`src/hdl/spq_pkg.sv`:
```
// Package for the sorted priority queue: transaction codes, status codes
// and the command struct broadcast from the top level to every cell.
// No dependencies.
package spq_pkg;

   localparam logic KIND_INSERT = 1'b0;
   localparam logic KIND_POP    = 1'b1;

   localparam logic [1:0] ST_INSERTED = 2'd0;
   localparam logic [1:0] ST_POPPED   = 2'd1;
   localparam logic [1:0] ST_EMPTY    = 2'd2;
   localparam logic [1:0] ST_FULL     = 2'd3;

   localparam int VALUE_BITS = 32;
   localparam int PRIO_BITS  = 8;

   typedef struct packed {
      logic                   insert;
      logic                   pop;
      logic [VALUE_BITS-1:0]  value;
      logic [PRIO_BITS-1:0]   prio;
   } spq_cmd_type;

endpackage

```
`src/hdl/spq_cell.sv`:
```
// One storage cell of the sorted priority queue chain.
// Holds one entry, compares it with the broadcast priority and takes
// from its left or right neighbor. Depends on spq_pkg.
module spq_cell
   import spq_pkg::*;
#(
   parameter int PW = 8
) (
   input  logic                  clock,
   input  spq_cmd_type           cmd,
   input  logic                  occupied,
   input  logic                  prev_after,
   input  logic [VALUE_BITS-1:0] prev_value,
   input  logic [PW-1:0]         prev_prio,
   input  logic [VALUE_BITS-1:0] next_value,
   input  logic [PW-1:0]         next_prio,
   output logic                  goes_after,
   output logic [VALUE_BITS-1:0] value,
   output logic [PW-1:0]         prio
);

   logic [VALUE_BITS-1:0] value_ff, value_in;
   logic [PW-1:0]         prio_ff, prio_in;

   assign goes_after = occupied && (prio_ff <= cmd.prio[PW-1:0]);

   always_comb begin
      value_in = value_ff;
      prio_in  = prio_ff;
      if (cmd.insert && !goes_after) begin
         if (prev_after) begin
            value_in = cmd.value;
            prio_in  = cmd.prio[PW-1:0];
         end else begin
            value_in = prev_value;
            prio_in  = prev_prio;
         end
      end else if (cmd.pop) begin
         value_in = next_value;
         prio_in  = next_prio;
      end
   end

   always_ff @(posedge clock) begin
      value_ff <= value_in;
      prio_ff  <= prio_in;
   end

   assign value = value_ff;
   assign prio  = prio_ff;

endmodule

```
`src/hdl/sorted_priority_queue_unit.sv`:
```
// Sorted priority queue: a chain of CAPACITY cells kept in priority order.
// The result of a transaction is registered and presented in the cycle after acceptance.
// Throughput: one insert or pop per cycle while req_stall is low; every cell updates in parallel.
// Reset clears the fill count and the response valid; cell contents are
// left undefined and need no clearing pass. Depends on spq_pkg, spq_cell.
module sorted_priority_queue_unit
   import spq_pkg::*;
#(
   parameter int CAPACITY      = 16,
   parameter int PRIORITY_BITS = 8
) (
   input  logic                  clock,
   input  logic                  reset,
   input  logic                  req_valid,
   output logic                  req_stall,
   input  logic                  req_kind,
   input  logic signed [31:0]    req_item_value,
   input  logic [7:0]            req_item_priority,
   output logic                  rsp_valid,
   input  logic                  rsp_stall,
   output logic [1:0]            rsp_status,
   output logic signed [31:0]    rsp_out_value,
   output logic [7:0]            rsp_out_priority,
   output logic [4:0]            rsp_occupancy
);

   localparam int PW = (PRIORITY_BITS < PRIO_BITS) ? PRIORITY_BITS : PRIO_BITS;
   localparam int CW = $clog2(CAPACITY + 1);

   logic [CW-1:0]   count_ff, count_in;
   logic            rsp_valid_ff, rsp_valid_in;
   logic [1:0]      status_ff, status_in;
   logic [31:0]     value_ff, value_in;
   logic [7:0]      prio_ff, prio_in;

   logic            accept, full, empty;
   spq_cmd_type     cmd;

   logic [CAPACITY-1:0]   after;
   logic [VALUE_BITS-1:0] cell_value [CAPACITY];
   logic [PW-1:0]         cell_prio  [CAPACITY];

   logic [PW+7:0]   head_prio_ext;
   logic [CW+4:0]   occ_ext;

   assign req_stall = rsp_valid_ff && rsp_stall;
   assign accept    = req_valid && !req_stall;
   assign full      = (count_ff == CW'(CAPACITY));
   assign empty     = (count_ff == '0);

   always_comb begin
      cmd.insert = accept && (req_kind == KIND_INSERT) && !full;
      cmd.pop    = accept && (req_kind == KIND_POP) && !empty;
      cmd.value  = req_item_value;
      cmd.prio   = req_item_priority;
   end

   genvar gi;
   generate
      for (gi = 0; gi < CAPACITY; gi++) begin : g_cell
         logic                  occ;
         logic                  left_after;
         logic [VALUE_BITS-1:0] left_value, right_value;
         logic [PW-1:0]         left_prio, right_prio;

         assign occ = (CW'(gi) < count_ff);

         if (gi == 0) begin : g_first
            assign left_after = 1'b1;
            assign left_value = cell_value[0];
            assign left_prio  = cell_prio[0];
         end else begin : g_mid
            assign left_after = after[gi-1];
            assign left_value = cell_value[gi-1];
            assign left_prio  = cell_prio[gi-1];
         end

         if (gi == CAPACITY - 1) begin : g_last
            assign right_value = cell_value[gi];
            assign right_prio  = cell_prio[gi];
         end else begin : g_inner
            assign right_value = cell_value[gi+1];
            assign right_prio  = cell_prio[gi+1];
         end

         spq_cell #(
            .PW(PW)
         ) u_cell (
            .clock      (clock),
            .cmd        (cmd),
            .occupied   (occ),
            .prev_after (left_after),
            .prev_value (left_value),
            .prev_prio  (left_prio),
            .next_value (right_value),
            .next_prio  (right_prio),
            .goes_after (after[gi]),
            .value      (cell_value[gi]),
            .prio       (cell_prio[gi])
         );
      end
   endgenerate

   assign head_prio_ext = {8'b0, cell_prio[0]};

   always_comb begin
      count_in     = count_ff;
      rsp_valid_in = rsp_valid_ff && rsp_stall;
      status_in    = status_ff;
      value_in     = value_ff;
      prio_in      = prio_ff;
      if (accept) begin
         rsp_valid_in = 1'b1;
         value_in     = '0;
         prio_in      = '0;
         if (req_kind == KIND_INSERT) begin
            if (full) begin
               status_in = ST_FULL;
            end else begin
               status_in = ST_INSERTED;
               count_in  = count_ff + 1'b1;
            end
         end else begin
            if (empty) begin
               status_in = ST_EMPTY;
            end else begin
               status_in = ST_POPPED;
               value_in  = cell_value[0];
               prio_in   = head_prio_ext[7:0];
               count_in  = count_ff - 1'b1;
            end
         end
      end
   end

   always_ff @(posedge clock) begin
      if (reset) begin
         count_ff     <= '0;
         rsp_valid_ff <= 1'b0;
      end else begin
         count_ff     <= count_in;
         rsp_valid_ff <= rsp_valid_in;
      end
      status_ff <= status_in;
      value_ff  <= value_in;
      prio_ff   <= prio_in;
   end

   assign occ_ext          = {5'b0, count_ff};
   assign rsp_valid        = rsp_valid_ff;
   assign rsp_status       = status_ff;
   assign rsp_out_value    = value_ff;
   assign rsp_out_priority = prio_ff;
   assign rsp_occupancy    = occ_ext[4:0];

   a_count_bound : assert property (@(posedge clock) disable iff (reset)
      count_ff <= CW'(CAPACITY))
      else $error("fill count above capacity");

   a_pop_empty : assert property (@(posedge clock) disable iff (reset)
      accept && req_kind == KIND_POP && empty |=>
         status_ff == ST_EMPTY && count_ff == '0 && value_ff == '0)
      else $error("pop on empty queue changed state or reported wrong status");

   a_insert_count : assert property (@(posedge clock) disable iff (reset)
      accept && req_kind == KIND_INSERT && !full |=>
         count_ff == $past(count_ff) + 1'b1 && status_ff == ST_INSERTED)
      else $error("insert did not advance fill count");

   a_full_reject : assert property (@(posedge clock) disable iff (reset)
      accept && req_kind == KIND_INSERT && full |=>
         status_ff == ST_FULL && count_ff == CW'(CAPACITY))
      else $error("insert into full queue not rejected");

endmodule

```
`config.mk`:
```
export PLATFORM = sky130hd
export DESIGN_NAME = sorted_priority_queue_unit
export DESIGN_NICKNAME = d
export VERILOG_FILES = /design/src/hdl/spq_pkg.sv /design/src/hdl/spq_cell.sv /design/src/hdl/sorted_priority_queue_unit.sv
export SDC_FILE = /design/constraint.sdc
export NUM_CORES = 2
export LEC_CHECK = 0
export ABC_AREA = 1
export BUFFER_PORTS_ARGS = -buffer_cell sky130_fd_sc_hd__buf_2
export CAP_MARGIN = 20
export CELL_PAD_IN_SITES_DETAIL_PLACEMENT = 0
export CELL_PAD_IN_SITES_GLOBAL_PLACEMENT = 2
export CORE_ASPECT_RATIO = 1.25
export CORE_MARGIN = 2
export CORE_UTILIZATION = 45
export DETAILED_ROUTE_END_ITERATION = 8
export PLACE_DENSITY_LB_ADDON = 0.1
export RECOVER_POWER = 50
export SYNTH_ARGS = -nofsm -noshare
export SYNTH_HDL_FRONTEND = slang
export SYNTH_HIERARCHICAL = 1
export SYNTH_SLANG_ARGS = --single-unit
```
`constraint.sdc`:
```
create_clock -name clock -period 9.5 [get_ports clock]
set_clock_uncertainty 0.2 [all_clocks]
set_input_delay 0.475 -clock clock [delete_from_list [all_inputs] [get_ports clock]]
set_output_delay 0.475 -clock clock [all_outputs]
set_load 0.01 [all_outputs]
```
==> results.py <==
metrics = {
    "synth": {
        "syn_area_um2": 42700,
        "avgSynthCellArea_um2": 9.79,
        "ys_warn_count": 6,
        "netlist_instances": 4356,
    },
    "critical_path": {
        "critPathArrivalTime_ps": 6260,
        "cp-end-kind": "flip-flop",
        "ff2ff_path_depth": 11,
        "crit_fanout": 42,
        "rr_startpoint": "g_cell[0].u_cell/prio[3]",
        "cp.required_ps": 9530,
        "rrSetupSlack_ps": 4180,
        "reg2reg_to": "g_cell[0].u_cell/value[7]",
        "crit_path_start_kind": "input port",
        "crit_type": "input port to flip-flop",
    },
    "die": {
        "initial_core_util_pct": 45.3,
        "io_pins": 94,
        "die_y_um": 348,
        "num_rows": 126,
        "dieArea_um2": 97300,
        "fp.coreArea_um2": 94300,
        "die_x_um": 279,
    },
    "sta": {
        "fin_crit_sh_pct": 65.6,
        "worst_slew_pin_slew_ps": 2500,
        "relSlewSlack_pct": -67.0,
        "max_freq_ghz": 0.160,
        "rsz0062_at_grt": "false",
        "finalHoldViolations": 0,
        "finalSetupViolations": 0,
        "setup_tns_ps": 0,
        "drv_slew": 698,
        "min_period_ps": 6230,
    },
    "cts": {
        "cts_made_buffers": 76,
        "clock-sinks": 688,
        "max-clock-path-buffers": 3,
        "clock_latency_ps": 630,
        "cts_resized": 0,
        "path_clk_slew_ps": 60,
        "h-tree-depth": 3,
        "cts_tree": "yes",
        "cts_root_buf": "clkbuf_16",
    },
    "pwr": {
        "power-per-cell-area_nw_per_um2": 195,
        "p_leak_nw": 19.4,
        "ir_worst_vdd_mv": 0.109,
    },
    "drt": {
        "postRouteAntennaNets": 0,
        "wirelength_mm": 99.4,
        "vias": 28100,
        "drtPass1Iterations": 5,
        "vias_per_cell": 5.05,
        "drt-initial-drc-count": 1763,
        "drc": 0,
        "drt-wirelength-per-cell_um": 17.9,
    },
    "worst_hold_path": {
        "holdCritStartpoint": "req_kind",
        "worst_hold_path.num_cells": 5,
        "holdCritPathClass": "input port to flip-flop",
        "min_to": "rsp_occupancy[2]",
    },
    "final_layout": {
        "drive_gt1_share_pct": 20.9,
        "area_growth_pct": 5.99,
        "final_nets": 4470,
        "fillers": 9179,
        "fin_util_pct": 48.0,
    },
    "outcome": {
        "status": "finished, violations left",
        "violations": "capacitance limit, slew limit",
    },
    "run": {
        "drv_cap": 19,
    },
    "global_routing": {
        "grt_pass1_vias": 28400,
        "grt_max_degree": 151,
        "antenna_found_initial": 0,
        "grt_pass1_wl_mm": 161,
        "grt.overflow.total": 0,
        "globalRouteTotalUtil_pct": 20.2,
    },
    "place": {
        "gp_congestion": 0.784,
        "io_buffers": 93,
        "dp_hpwl_mm": 71.3,
    },
}
-- what timing repair did --
item	CTS	global route
buffers inserted	0	0
setup endpoints to repair	0	0
hold endpoints to repair	2	0
hold buffers	3	0
-- area by class of cell --
class / instances / area, um^2 / share of cell area (%)
inverters: 265 / 1000 / 2.22
repair buffers: 136 / 708 / 1.57
diodes: 1 / 2.50 / 0.00553
multi-input cells: 3127 / 19000 / 42.1
clock inverters: 35 / 329 / 0.728
clock buffers: 98 / 2030 / 4.48
flip-flops and latches: 688 / 20600 / 45.6
well taps: 1216 / 1520 / 3.36
-- worst max-delay path by stage --
stage	slack, ps	from	end
2_1_floorplan	5650	req_valid	g_cell[0].u_cell/prio[0]
3_3_place_gp	5010	rsp_occupancy[0]	g_cell[15].u_cell/value[17]
3_5_place_dp	4930	rsp_occupancy[0]	g_cell[15].u_cell/value[18]
4_1_cts	4950	rsp_occupancy[0]	g_cell[15].u_cell/prio[4]
5_1_grt	2660	req_item_priority[6]	g_cell[0].u_cell/value[7]
6_report	3270	req_item_priority[6]	g_cell[0].u_cell/value[7]
-- metal layers --
layer  track usage, %  wire length, um
met1             29.3            48900
met4             3.96             1150
met3             2.34             4110
met5                0                0
met2             32.6            45300
-- state kept, by name, summed over array words and instances, names as in the netlist --
register             count
g_cell.u_cell/prio     128
rsp_out_priority         8
rsp_out_value           32
rsp_status               2
rsp_valid                1
rsp_occupancy            5
g_cell.u_cell/value    512
-- where the power goes --
part	internal, mW	switching (mW)	leakage (nW)
combinational	0.759	1.07	11.7
clock	1.64	1.21	1.15
sequential	3.88	0.231	6.54
-- through the flow --
stage / power, mW / worst slack (ps) / cells / hold WS [ps] / cell area [um^2]
final: 8.80 / 3270 / 5566 / 128 / 45200
after global routing: 9.31 / 2660 / 5565 / 163 / 45200
after CTS: 8.94 / 4950 / 5565 / 82.3 / 45500
after detailed placement: 6.02 / 4930 / 5429 / 323 / 43100
after global placement: 6.00 / 5010 / 5429 / 318 / 43100
after floorplan: 5.60 / 5650 / 4359 / 309 / 42700
-- critical path: stages --
cell and delay (ps):
clkbuf_1 1340, inv_1 120, ha_1 360, nand2_1 60, nor2_1 150, nand2_1 70
nand2_1 50, nand2_1 40, nand2_1 1020, nand2_1 1270, nand2_2 1200
-- cells in the final DEF (no fill, tap or decap), types with 8 or more instances in the layout --
| cell | instances |
|---|---|
| nand2_1 | 1419 |
| edfxtp_1 | 682 |
| nand3_1 | 650 |
| mux2_2 | 629 |
| inv_1 | 262 |
| ha_1 | 131 |
| nor2_1 | 93 |
| clkbuf_1 | 84 |
| nand2_2 | 80 |
| clkbuf_16 | 78 |
| buf_2 | 42 |
| a21oi_1 | 38 |
| buf_4 | 25 |
| nand4_1 | 18 |
| a21o_1 | 16 |
| nand2_4 | 16 |
| clkinv_1 | 12 |
| clkinv_2 | 12 |
| mux2_1 | 11 |
| o21ai_0 | 8 |
(Power assumes the default switching activity.)
